`config.mk`:
```
export PLATFORM = sky130hd
export DESIGN_NAME = axis_angle_rotation_matrix_flat
export DESIGN_NICKNAME = d
export VERILOG_FILES = /design/src/rtl/aar_pkg.sv /design/src/rtl/aar_stream_if.sv /design/src/rtl/aar_cordic.sv /design/src/rtl/aar_matrix.sv /design/src/rtl/axis_angle_rotation_matrix.sv /design/src/flat_wrapper.sv
export VERILOG_INCLUDE_DIRS = /design/src /design/src/rtl
export SDC_FILE = /design/constraint.sdc
export NUM_CORES = 2
export LEC_CHECK = 0
export BUFFER_PORTS_ARGS = -buffer_cell sky130_fd_sc_hd__clkbuf_2
export CAP_MARGIN = 0
export CORE_ASPECT_RATIO = 1.4
export CORE_MARGIN = 3
export CORE_UTILIZATION = 43
export DETAILED_ROUTE_END_ITERATION = 16
export MAX_ROUTING_LAYER = met4
export PLACE_DENSITY = 0.67
export SKIP_CTS_REPAIR_TIMING = 1
export SLEW_MARGIN = 20
export SYNTH_ARGS = -nofsm -noshare
export SYNTH_HDL_FRONTEND = slang
export SYNTH_SLANG_ARGS = --single-unit
```
`constraint.sdc`:
```
create_clock -name clk_i -period 7.3 [get_ports clk_i]
set_clock_uncertainty 0.15 [all_clocks]
set_input_delay 0.73 -clock clk_i [delete_from_list [all_inputs] [get_ports clk_i]]
set_output_delay 0.73 -clock clk_i [all_outputs]
set_load 0.1 [all_outputs]
```
`src/rtl/axis_angle_rotation_matrix_macros.svh`:
```
// Assertion macros for the axis-angle rotation matrix block.
// No dependencies.
`ifndef AXIS_ANGLE_ROTATION_MATRIX_MACROS_SVH
`define AXIS_ANGLE_ROTATION_MATRIX_MACROS_SVH

// Implication checked on every edge outside reset.
`define AAR_ASSERT(label, clk, rst_n, prop, msg) \
  label: assert property (@(posedge clk) disable iff (!rst_n) (prop)) else $error(msg);

// Implication checked on every edge, reset included.
`define AAR_ASSERT_ALWAYS(label, clk, prop, msg) \
  label: assert property (@(posedge clk) (prop)) else $error(msg);

`endif

```
`src/rtl/aar_pkg.sv`:
```
// Package for the axis-angle rotation matrix block: constants, CORDIC table, types.
// No dependencies.
package aar_pkg;

  localparam int CordicStagesDef = 16;
  localparam int FracBitsDef     = 14;
  localparam int TableLen        = 24;
  localparam int CordicFrac      = 30;
  localparam int CordicW         = 34;
  localparam int AngleW          = 32;
  localparam int FieldW          = 16;
  localparam logic signed [CordicW-1:0] InvGain = 34'sd652032875;

  typedef logic signed [FieldW-1:0] field_t;

  typedef struct packed {
    field_t axis_x;
    field_t axis_y;
    field_t axis_z;
    logic [FieldW-1:0] angle;
  } req_t;

  typedef struct packed {
    field_t m11; field_t m12; field_t m13;
    field_t m21; field_t m22; field_t m23;
    field_t m31; field_t m32; field_t m33;
  } mat_t;

  function automatic logic signed [AngleW:0] atan_turn(input int idx);
    logic signed [AngleW:0] t;
    begin
      case (idx)
        0:  t = 33'sh020000000;
        1:  t = 33'sh012E4051E;
        2:  t = 33'sh009FB385B;
        3:  t = 33'sh0051111D4;
        4:  t = 33'sh0028B0D43;
        5:  t = 33'sh00145D7E1;
        6:  t = 33'sh000A2F61E;
        7:  t = 33'sh000517C55;
        8:  t = 33'sh00028BE53;
        9:  t = 33'sh000145F2F;
        10: t = 33'sh0000A2F98;
        11: t = 33'sh0000517CC;
        12: t = 33'sh000028BE6;
        13: t = 33'sh0000145F3;
        14: t = 33'sh00000A2FA;
        15: t = 33'sh00000517D;
        16: t = 33'sh0000028BE;
        17: t = 33'sh00000145F;
        18: t = 33'sh000000A30;
        19: t = 33'sh000000518;
        20: t = 33'sh00000028C;
        21: t = 33'sh000000146;
        22: t = 33'sh0000000A3;
        23: t = 33'sh000000051;
        default: t = '0;
      endcase
      return t;
    end
  endfunction

endpackage

```
`src/rtl/aar_stream_if.sv`:
```
// Valid/ready channel carrying one payload of type T.
// No dependencies; the payload type is a parameter.
interface aar_stream_if #(parameter type T = logic) (input logic clk_i);
  logic valid;
  logic ready;
  T     data;
  modport source (output valid, output data, input ready);
  modport sink   (input valid, input data, output ready);
endinterface

```
`src/rtl/aar_cordic.sv`:
```
// Unrolled rotation-mode CORDIC, one register stage per iteration, with sideband.
// Depends on aar_pkg.
module aar_cordic #(
  parameter int Stages  = aar_pkg::CordicStagesDef,
  parameter int SideW   = 48
) (
  input  logic                                 clk_i,
  input  logic                                 rst_ni,
  input  logic                                 en_i,
  input  logic                                 valid_i,
  input  logic [aar_pkg::FieldW-1:0]           angle_i,
  input  logic [SideW-1:0]                     side_i,
  output logic                                 valid_o,
  output logic                                 flip_o,
  output logic signed [aar_pkg::CordicW-1:0]   x_o,
  output logic signed [aar_pkg::CordicW-1:0]   y_o,
  output logic [SideW-1:0]                     side_o
);
  localparam int N  = (Stages < aar_pkg::TableLen) ? Stages : aar_pkg::TableLen;
  localparam int W  = aar_pkg::CordicW;
  localparam int ZW = aar_pkg::AngleW + 1;

  logic                 v_q    [N+1];
  logic                 f_q    [N+1];
  logic signed [W-1:0]  x_q    [N+1];
  logic signed [W-1:0]  y_q    [N+1];
  logic signed [ZW-1:0] z_q    [N+1];
  logic [SideW-1:0]     s_q    [N+1];

  logic [aar_pkg::AngleW-1:0] p0;
  logic [1:0]                 quad;
  logic [aar_pkg::AngleW-1:0] p1;

  always_comb begin
    p0   = {angle_i, {(aar_pkg::AngleW - aar_pkg::FieldW){1'b0}}};
    quad = p0[aar_pkg::AngleW-1 -: 2];
    p1   = (quad == 2'b01 || quad == 2'b10) ? (p0 ^ {1'b1, {(aar_pkg::AngleW-1){1'b0}}}) : p0;
  end

  always_ff @(posedge clk_i or negedge rst_ni) begin
    if (!rst_ni) begin
      v_q[0] <= 1'b0;
    end else if (en_i) begin
      v_q[0] <= valid_i;
    end
  end

  always_ff @(posedge clk_i) begin
    if (en_i) begin
      f_q[0] <= (quad == 2'b01 || quad == 2'b10);
      x_q[0] <= aar_pkg::InvGain;
      y_q[0] <= '0;
      z_q[0] <= {p1[aar_pkg::AngleW-1], p1};
      s_q[0] <= side_i;
    end
  end

  for (genvar i = 0; i < N; i++) begin : g_stage
    logic signed [W-1:0]  dx, dy;
    logic signed [ZW-1:0] at;
    assign dx = x_q[i] >>> i;
    assign dy = y_q[i] >>> i;
    assign at = aar_pkg::atan_turn(i);

    always_ff @(posedge clk_i or negedge rst_ni) begin
      if (!rst_ni) begin
        v_q[i+1] <= 1'b0;
      end else if (en_i) begin
        v_q[i+1] <= v_q[i];
      end
    end

    always_ff @(posedge clk_i) begin
      if (en_i) begin
        f_q[i+1] <= f_q[i];
        s_q[i+1] <= s_q[i];
        if (!z_q[i][ZW-1]) begin
          x_q[i+1] <= x_q[i] - dy;
          y_q[i+1] <= y_q[i] + dx;
          z_q[i+1] <= z_q[i] - at;
        end else begin
          x_q[i+1] <= x_q[i] + dy;
          y_q[i+1] <= y_q[i] - dx;
          z_q[i+1] <= z_q[i] + at;
        end
      end
    end
  end

  assign valid_o = v_q[N];
  assign flip_o  = f_q[N];
  assign x_o     = x_q[N];
  assign y_o     = y_q[N];
  assign side_o  = s_q[N];
endmodule

```
`src/rtl/aar_matrix.sv`:
```
// Rodrigues matrix stage: rounds cos/sin, forms products and saturates nine entries.
// Depends on aar_pkg.
module aar_matrix #(
  parameter int FracBits = aar_pkg::FracBitsDef
) (
  input  logic                               clk_i,
  input  logic                               rst_ni,
  input  logic                               en_i,
  input  logic                               valid_i,
  input  logic                               flip_i,
  input  logic signed [aar_pkg::CordicW-1:0] x_i,
  input  logic signed [aar_pkg::CordicW-1:0] y_i,
  input  aar_pkg::field_t                    ax_i,
  input  aar_pkg::field_t                    ay_i,
  input  aar_pkg::field_t                    az_i,
  output logic                               valid_o,
  output aar_pkg::mat_t                      mat_o
);
  localparam int W   = aar_pkg::CordicW + 2;
  localparam int PW  = 2 * aar_pkg::FieldW + 1;
  localparam int EW  = 64;
  localparam int Sh  = aar_pkg::CordicFrac - FracBits;
  // cos, sin and 1-c stay within +-2^(FracBits+1); axis products within 2^(30-FracBits)
  localparam int CsW = FracBits + 3;
  localparam int AaW = 2 * aar_pkg::FieldW + 1 - FracBits;
  localparam int AsW = aar_pkg::FieldW + CsW;
  localparam logic signed [CsW-1:0] One = CsW'(1) <<< FracBits;

  typedef logic signed [W-1:0]   cs_t;
  typedef logic signed [CsW-1:0] csn_t;
  typedef logic signed [AaW-1:0] aa_t;
  typedef logic signed [AsW-1:0] as_t;
  typedef logic signed [EW-1:0]  wide_t;

  // stage A: negate and round cos/sin
  logic  v_a_q;
  csn_t  c_a_q, s_a_q;
  aar_pkg::field_t ax_a_q, ay_a_q, az_a_q;
  cs_t   xf, yf;

  always_comb begin
    xf = flip_i ? -W'(x_i) : W'(x_i);
    yf = flip_i ? -W'(y_i) : W'(y_i);
  end

  // stage B: products a_i*a_j (rounded), a_k*s, c*one
  logic  v_b_q;
  aa_t   aa_b_q [6];   // xx xy xz yy yz zz
  as_t   as_b_q [3];   // x*s y*s z*s
  csn_t  omc_b_q;
  wide_t cd_b_q;

  // stage C: t*(1-c) + extra
  logic  v_c_q;
  wide_t sum_c_q [9];

  function automatic wide_t rnd(input wide_t v, input int n);
    wide_t r;
    begin
      r = v + (wide_t'(1) <<< (n - 1));
      return r >>> n;
    end
  endfunction

  function automatic aar_pkg::field_t sat(input wide_t v);
    aar_pkg::field_t r;
    begin
      if (v > 64'sd32767) r = 16'sh7FFF;
      else if (v < -64'sd32768) r = 16'sh8000;
      else r = v[aar_pkg::FieldW-1:0];
      return r;
    end
  endfunction

  always_ff @(posedge clk_i or negedge rst_ni) begin
    if (!rst_ni) begin
      v_a_q <= 1'b0;
      v_b_q <= 1'b0;
      v_c_q <= 1'b0;
    end else if (en_i) begin
      v_a_q <= valid_i;
      v_b_q <= v_a_q;
      v_c_q <= v_b_q;
    end
  end

  always_ff @(posedge clk_i) begin
    if (en_i) begin
      c_a_q  <= CsW'((Sh > 0) ? ((xf + (W'(1) <<< (Sh - 1))) >>> Sh) : xf);
      s_a_q  <= CsW'((Sh > 0) ? ((yf + (W'(1) <<< (Sh - 1))) >>> Sh) : yf);
      ax_a_q <= ax_i;
      ay_a_q <= ay_i;
      az_a_q <= az_i;

      aa_b_q[0] <= AaW'(rnd(EW'(PW'(ax_a_q * ax_a_q)), FracBits));
      aa_b_q[1] <= AaW'(rnd(EW'(PW'(ax_a_q * ay_a_q)), FracBits));
      aa_b_q[2] <= AaW'(rnd(EW'(PW'(ax_a_q * az_a_q)), FracBits));
      aa_b_q[3] <= AaW'(rnd(EW'(PW'(ay_a_q * ay_a_q)), FracBits));
      aa_b_q[4] <= AaW'(rnd(EW'(PW'(ay_a_q * az_a_q)), FracBits));
      aa_b_q[5] <= AaW'(rnd(EW'(PW'(az_a_q * az_a_q)), FracBits));
      as_b_q[0] <= ax_a_q * s_a_q;
      as_b_q[1] <= ay_a_q * s_a_q;
      as_b_q[2] <= az_a_q * s_a_q;
      omc_b_q   <= One - c_a_q;
      cd_b_q    <= EW'(c_a_q) <<< FracBits;

      sum_c_q[0] <= aa_b_q[0] * omc_b_q + cd_b_q;
      sum_c_q[1] <= aa_b_q[1] * omc_b_q - as_b_q[2];
      sum_c_q[2] <= aa_b_q[2] * omc_b_q + as_b_q[1];
      sum_c_q[3] <= aa_b_q[1] * omc_b_q + as_b_q[2];
      sum_c_q[4] <= aa_b_q[3] * omc_b_q + cd_b_q;
      sum_c_q[5] <= aa_b_q[4] * omc_b_q - as_b_q[0];
      sum_c_q[6] <= aa_b_q[2] * omc_b_q - as_b_q[1];
      sum_c_q[7] <= aa_b_q[4] * omc_b_q + as_b_q[0];
      sum_c_q[8] <= aa_b_q[5] * omc_b_q + cd_b_q;
    end
  end

  always_comb begin
    mat_o.m11 = sat(rnd(sum_c_q[0], FracBits));
    mat_o.m12 = sat(rnd(sum_c_q[1], FracBits));
    mat_o.m13 = sat(rnd(sum_c_q[2], FracBits));
    mat_o.m21 = sat(rnd(sum_c_q[3], FracBits));
    mat_o.m22 = sat(rnd(sum_c_q[4], FracBits));
    mat_o.m23 = sat(rnd(sum_c_q[5], FracBits));
    mat_o.m31 = sat(rnd(sum_c_q[6], FracBits));
    mat_o.m32 = sat(rnd(sum_c_q[7], FracBits));
    mat_o.m33 = sat(rnd(sum_c_q[8], FracBits));
  end

  assign valid_o = v_c_q;
endmodule

```
`src/rtl/axis_angle_rotation_matrix.sv`:
```
// Channel   | Dir | Payload
// req_i     | in  | axis_x, axis_y, axis_z (Q2.14), angle (turn fraction)
// rsp_o     | out | m11..m33 (Q2.14, saturated)
// One request enters every cycle while the skid slot is empty.
// The unrolled CORDIC sets the depth, the matrix stage adds three register stages.
// A stall at rsp_o freezes the whole pipeline once the skid slot holds a result; an output
// skid register keeps rsp_o.ready off any combinational path back to req_i.ready.
// Reset clears all valid bits; no clearing pass.
// Depends on aar_pkg, aar_stream_if, aar_cordic, aar_matrix and the macro header.
`include "axis_angle_rotation_matrix_macros.svh"
module axis_angle_rotation_matrix #(
  parameter int CORDIC_STAGES = aar_pkg::CordicStagesDef,
  parameter int FRAC_BITS     = aar_pkg::FracBitsDef
) (
  input  logic       clk_i,
  input  logic       rst_ni,
  aar_stream_if.sink   req_i,
  aar_stream_if.source rsp_o
);
  localparam int SideW = 3 * aar_pkg::FieldW;

  aar_pkg::req_t req;
  logic          en;
  logic          cv, mv, flip;
  logic signed [aar_pkg::CordicW-1:0] cx, cy;
  logic [SideW-1:0] side;
  aar_pkg::mat_t    mat;

  logic          out_v_q, skid_v_q;
  aar_pkg::mat_t out_q, skid_q;

  assign req = req_i.data;
  // pipeline advances while the skid slot is empty
  assign en          = !skid_v_q;
  assign req_i.ready = en;

  aar_cordic #(.Stages(CORDIC_STAGES), .SideW(SideW)) u_cordic (
    .clk_i, .rst_ni, .en_i(en),
    .valid_i(req_i.valid),
    .angle_i(req.angle),
    .side_i({req.axis_x, req.axis_y, req.axis_z}),
    .valid_o(cv), .flip_o(flip), .x_o(cx), .y_o(cy), .side_o(side)
  );

  aar_matrix #(.FracBits(FRAC_BITS)) u_matrix (
    .clk_i, .rst_ni, .en_i(en),
    .valid_i(cv), .flip_i(flip), .x_i(cx), .y_i(cy),
    .ax_i(side[3*aar_pkg::FieldW-1 -: aar_pkg::FieldW]),
    .ay_i(side[2*aar_pkg::FieldW-1 -: aar_pkg::FieldW]),
    .az_i(side[aar_pkg::FieldW-1:0]),
    .valid_o(mv), .mat_o(mat)
  );

  // output register plus skid slot
  always_ff @(posedge clk_i or negedge rst_ni) begin
    if (!rst_ni) begin
      out_v_q  <= 1'b0;
      skid_v_q <= 1'b0;
    end else begin
      if (skid_v_q) begin
        if (rsp_o.ready) begin
          skid_v_q <= 1'b0;
          out_v_q  <= 1'b1;
        end
      end else if (out_v_q && !rsp_o.ready) begin
        skid_v_q <= mv;
      end else begin
        out_v_q <= mv;
      end
    end
  end

  always_ff @(posedge clk_i) begin
    if (skid_v_q) begin
      if (rsp_o.ready) out_q <= skid_q;
    end else if (out_v_q && !rsp_o.ready) begin
      skid_q <= mat;
    end else begin
      out_q <= mat;
    end
  end

  assign rsp_o.valid = out_v_q;
  assign rsp_o.data  = out_q;

  `AAR_ASSERT(a_skid_needs_out, clk_i, rst_ni, skid_v_q |-> out_v_q, "skid full with empty output")
  `AAR_ASSERT(a_no_accept_skid, clk_i, rst_ni, skid_v_q |-> !req_i.ready, "accept while skid full")
  `AAR_ASSERT(a_out_held, clk_i, rst_ni, (out_v_q && !rsp_o.ready) |=> out_v_q, "result dropped")
  `AAR_ASSERT_ALWAYS(a_rst_empty, clk_i, !rst_ni |=> (!out_v_q && !skid_v_q), "valid in reset")
endmodule
```
`src/flat_wrapper.sv`:
```
// flat-port wrapper written by rule: the top's interface ports become plain ports
module axis_angle_rotation_matrix_flat 
#(
  parameter int CORDIC_STAGES = aar_pkg::CordicStagesDef,
  parameter int FRAC_BITS     = aar_pkg::FracBitsDef
)
  (clk_i, rst_ni, req_i_valid, req_i_data, req_i_ready, rsp_o_valid, rsp_o_data, rsp_o_ready);
  aar_stream_if req_i_i (.clk_i(clk_i));
  aar_stream_if rsp_o_i (.clk_i(clk_i));
  input  logic clk_i;
  input  logic rst_ni;
  input wire logic [$bits(req_i_i.valid)-1:0] req_i_valid;
  input wire logic [$bits(req_i_i.data)-1:0] req_i_data;
  output wire logic [$bits(req_i_i.ready)-1:0] req_i_ready;
  output wire logic [$bits(rsp_o_i.valid)-1:0] rsp_o_valid;
  output wire logic [$bits(rsp_o_i.data)-1:0] rsp_o_data;
  input wire logic [$bits(rsp_o_i.ready)-1:0] rsp_o_ready;
  assign req_i_i.valid = req_i_valid;
  assign req_i_i.data = req_i_data;
  assign req_i_ready = req_i_i.ready;
  assign rsp_o_valid = rsp_o_i.valid;
  assign rsp_o_data = rsp_o_i.data;
  assign rsp_o_i.ready = rsp_o_ready;
  axis_angle_rotation_matrix #(.CORDIC_STAGES(CORDIC_STAGES), .FRAC_BITS(FRAC_BITS)) u_core (.clk_i(clk_i), .rst_ni(rst_ni), .req_i(req_i_i), .rsp_o(rsp_o_i));
endmodule
```
==> qor.txt <==
TritonCTS Sinks -> 1345
Initial antenna violation count -> 6
Seq/Total Area, Yosys -> 35.9%
Mapped Cells -> 11.5k
Synth top area share -> 35.5%
Root buffer cell -> clkbuf_16
Area grow syn2layout -> 8.13%
DR pass1 iterations -> 6
Number of synthesized flops with an enable pin -> 1323
Die width -> 437 um
Final Net Count -> 12.9k
Mapped cell area -> 112000 um2
WL met3 -> 8240 um
Final-report setup violation count -> 0
Crit path max-delay cell type -> o41ai_1
Met1 wire length -> 100000 um
WP data arrival -> 6.29 ns
GR Util All Layers -> 21.0%
Commonest cells post-synth -> edfxtp_1, ha_1, a21oi_1, xnor2_1, nor2_1
CTS tree -> yes
RePlAce Congestion -> 0.983
Crit Path Class -> reg -> reg
Core Rows -> 221
CP Capture Type -> register
FF+latch count, synth -> 1345
Via-to-Cell Ratio -> 5.60
Core Box Area -> 259000 um2
Max Cap Viol -> 0
Syn_area_per_cell -> 9.74 um2
Final ANT Viol Nets -> 0
Vias in the first global route -> 83.9k
Layout cells sized above 1 -> 4.22%
Detail Placement HPWL -> 225000 um
Clk_lat worst skew -> 0.84 ns
First-pass GRT wire length -> 440000 um
DRC violations left -> 0
GRT overflow -> 0
Max Used Layer -> met4
Final setup TNS -> 0 ns
Io pins -> 8
Synth Warn # -> 0
Clock period minus worst slack -> 5.87 ns
Fillers -> 24.5k
Fmax -> 170 MHz
Status -> finished, final reports clean
Clock buffer depth -> 4
Die Ht -> 610 um
Top-count cell post-synth -> edfxtp_1
RSZ-0062 raised after global routing -> false
Slew Limit Fails -> 0
Port buffer count -> 7
CP Cell Sequence -> inv_2, buf_4, nand2_1, inv_1, buf_4, nor2_1, xor2_1, ha_1, a21oi_1, o21ai_1, a21oi_1, a22o_1, nor2_1, o41ai_1, o2111ai_1, a31oi_1, o21bai_1, xnor2_1
Final hold viol count -> 0
Die ar. -> 267000 um2
Starting density of the core -> 43.2%
CP peak stage delay -> 0.89 ns
Cell taking the most area after synthesis -> edfxtp_1
Metal2 WL -> 151000 um
Final WL -> 279000 um
Hold Path Class -> in -> reg
Top delay family on crit path -> compound AO/OA/AOI/OAI gates
Fin crit share -> 80.5%
Critical Path Fanout Max -> 23
Yosys cell types -> 98
Top_reg_cell synth -> edfxtp_1
Top post-synthesis cells by area -> edfxtp_1, ha_1, xnor2_1
Crit path buf inv count -> 4
Slew headroom -> 29.7%
Num CTS Buffers -> 155
Clock transition at the registers of the reported paths -> 0.07 ns
Worst-margin pin slew -> 1.04 ns
H-tree depth -> 4
Startpoint types -> register
Asr flop ratio synth -> 1.64%
Largest net degree at the start of global routing -> 94
Total number of vias -> 84.5k
Data required, critical path -> 7.72 ns
First-iteration detailed-routing DRC count -> 3875
DR WL/cell -> 18.4 um
==> metal layers <==
metal	global-route usage (%)	up-vias
met2	40.3	1502
li1	-	42900
met4	12.8	0
met3	2.23	846
met5	-	-
met1	19.8	39300
==> worst register-to-register path: cells and delay by family (launching register included) <==
kind	cells	cell delay [ns]
buffers and inverters	4	1.50
adders and majority gates	1	0.32
AOI/OAI and AO/OA	8	2.46
xor gates and xnor gates	2	0.27
DFF	1	0.50
and+or+nand+nor	3	0.41
==> flip-flops by register name (all words and copies together), names as in the netlist <==
signal                   cells
u_core.rsp_o.data            1
u_core.rsp_o.valid           1
u_core.skid_q                1
u_core.skid_v_q              1
u_core.u_cordic.v_q         16
u_core.u_cordic.valid_o      1
u_core.u_cordic.x_q        461
u_core.u_cordic.y_q        427
u_core.u_cordic.z_q        390
u_core.u_matrix.c_a_q       17
u_core.u_matrix.cd_b_q      15
u_core.u_matrix.omc_b_q      2
u_core.u_matrix.sum_c_q      9
u_core.u_matrix.v_a_q        1
u_core.u_matrix.v_b_q        1
u_core.u_matrix.valid_o      1
==> metrics by stage <==
stage	hold slack, ns	utilization, %	area (um2)	setup WS [ns]	instances
2_1_floorplan	0.250	-	112000	1.84	11500
3_3_place_gp	0.252	44.9	116000	1.46	14800
3_5_place_dp	0.255	44.9	116000	1.45	14800
4_1_cts	-0.211	46.7	121000	1.45	15100
5_1_grt	0.00139	46.8	121000	1.04	15100
6_report	0.0306	46.8	121000	1.43	15100
==> kinds of logic (layout without fill, tap and decap cells) <==
family	Yosys count	in the layout	share of synthesized area (%)
AOI/OAI and AO/OA	3614	3614	20.7
xor gates and xnor gates	1661	1661	13.0
adders and majority gates	1335	1335	15.2
buffers and inverters	634	776	2.13
DFF	1345	1345	35.9
muxes	98	98	0.944
other	1	8	0.00335
and+or+nand+nor	2810	2810	12.2
==> area by class of cell <==
class | count | area [um2] | share of cell area [%]
tap | 3456 | 4320 | 3.57
antenna | 6 | 15.0 | 0.0124
clock buffer | 186 | 4160 | 3.44
timing repair buffer | 84 | 658 | 0.543
clock inverter | 82 | 687 | 0.567
multi-input combinational | 9520 | 69400 | 57.3
sequential | 1345 | 40300 | 33.2
inverter | 424 | 1620 | 1.34
==> worst paths after layout <==
check | startpoint | end | slack [ns] | depth (start not counted)
worst min-delay path | rsp_o_ready | u_core.rsp_o.valid$_DFFE_PN0P_ | 0.03 | 3
worst max register to register | u_core.skid_v_q$_DFF_PN0_ | u_core.u_cordic.x_q[4][33]$_DFFE_PP_ | 1.43 | 18
worst max-delay path | u_core.skid_v_q$_DFF_PN0_ | u_core.u_cordic.x_q[4][33]$_DFFE_PP_ | 1.43 | 18
min in group asynchronous | rst_ni | u_core.rsp_o.valid$_DFFE_PN0P_ | 0.35 | 2
worst min register to register | u_core.u_cordic.z_q[10][2]$_DFFE_PP_ | u_core.u_cordic.z_q[11][2]$_DFFE_PP_ | 0.27 | 0
max in group asynchronous | rst_ni | u_core.skid_v_q$_DFF_PN0_ | 6.11 | 2
==> placed cells by master, fill, tap and decap left out, types with 35 or more instances in the layout <==
cell	count
edfxtp_1	1323
ha_1	1298
a21oi_1	1152
xnor2_1	1077
nor2_1	857
a21o_1	690
nand2_1	608
o21ai_0	599
xor2_1	584
inv_1	405
nor3_1	232
nand2b_1	195
o21a_1	170
nor2b_1	169
nand3_1	164
clkbuf_16	162
o21bai_1	136
and3_1	117
a31oi_1	111
o31ai_1	107
nand4_1	102
a211oi_1	99
or3_1	81
buf_4	71
mux2_2	61
o21ai_1	61
nor4_1	54
and2_1	51
a21boi_0	49
o41ai_1	49
or2_2	38
mux2i_1	37
fa_1	37
o31a_1	36
or4_1	35
Power is not shown: default switching activity piles up to over one toggle a cycle in this logic, so the estimate is an artifact.
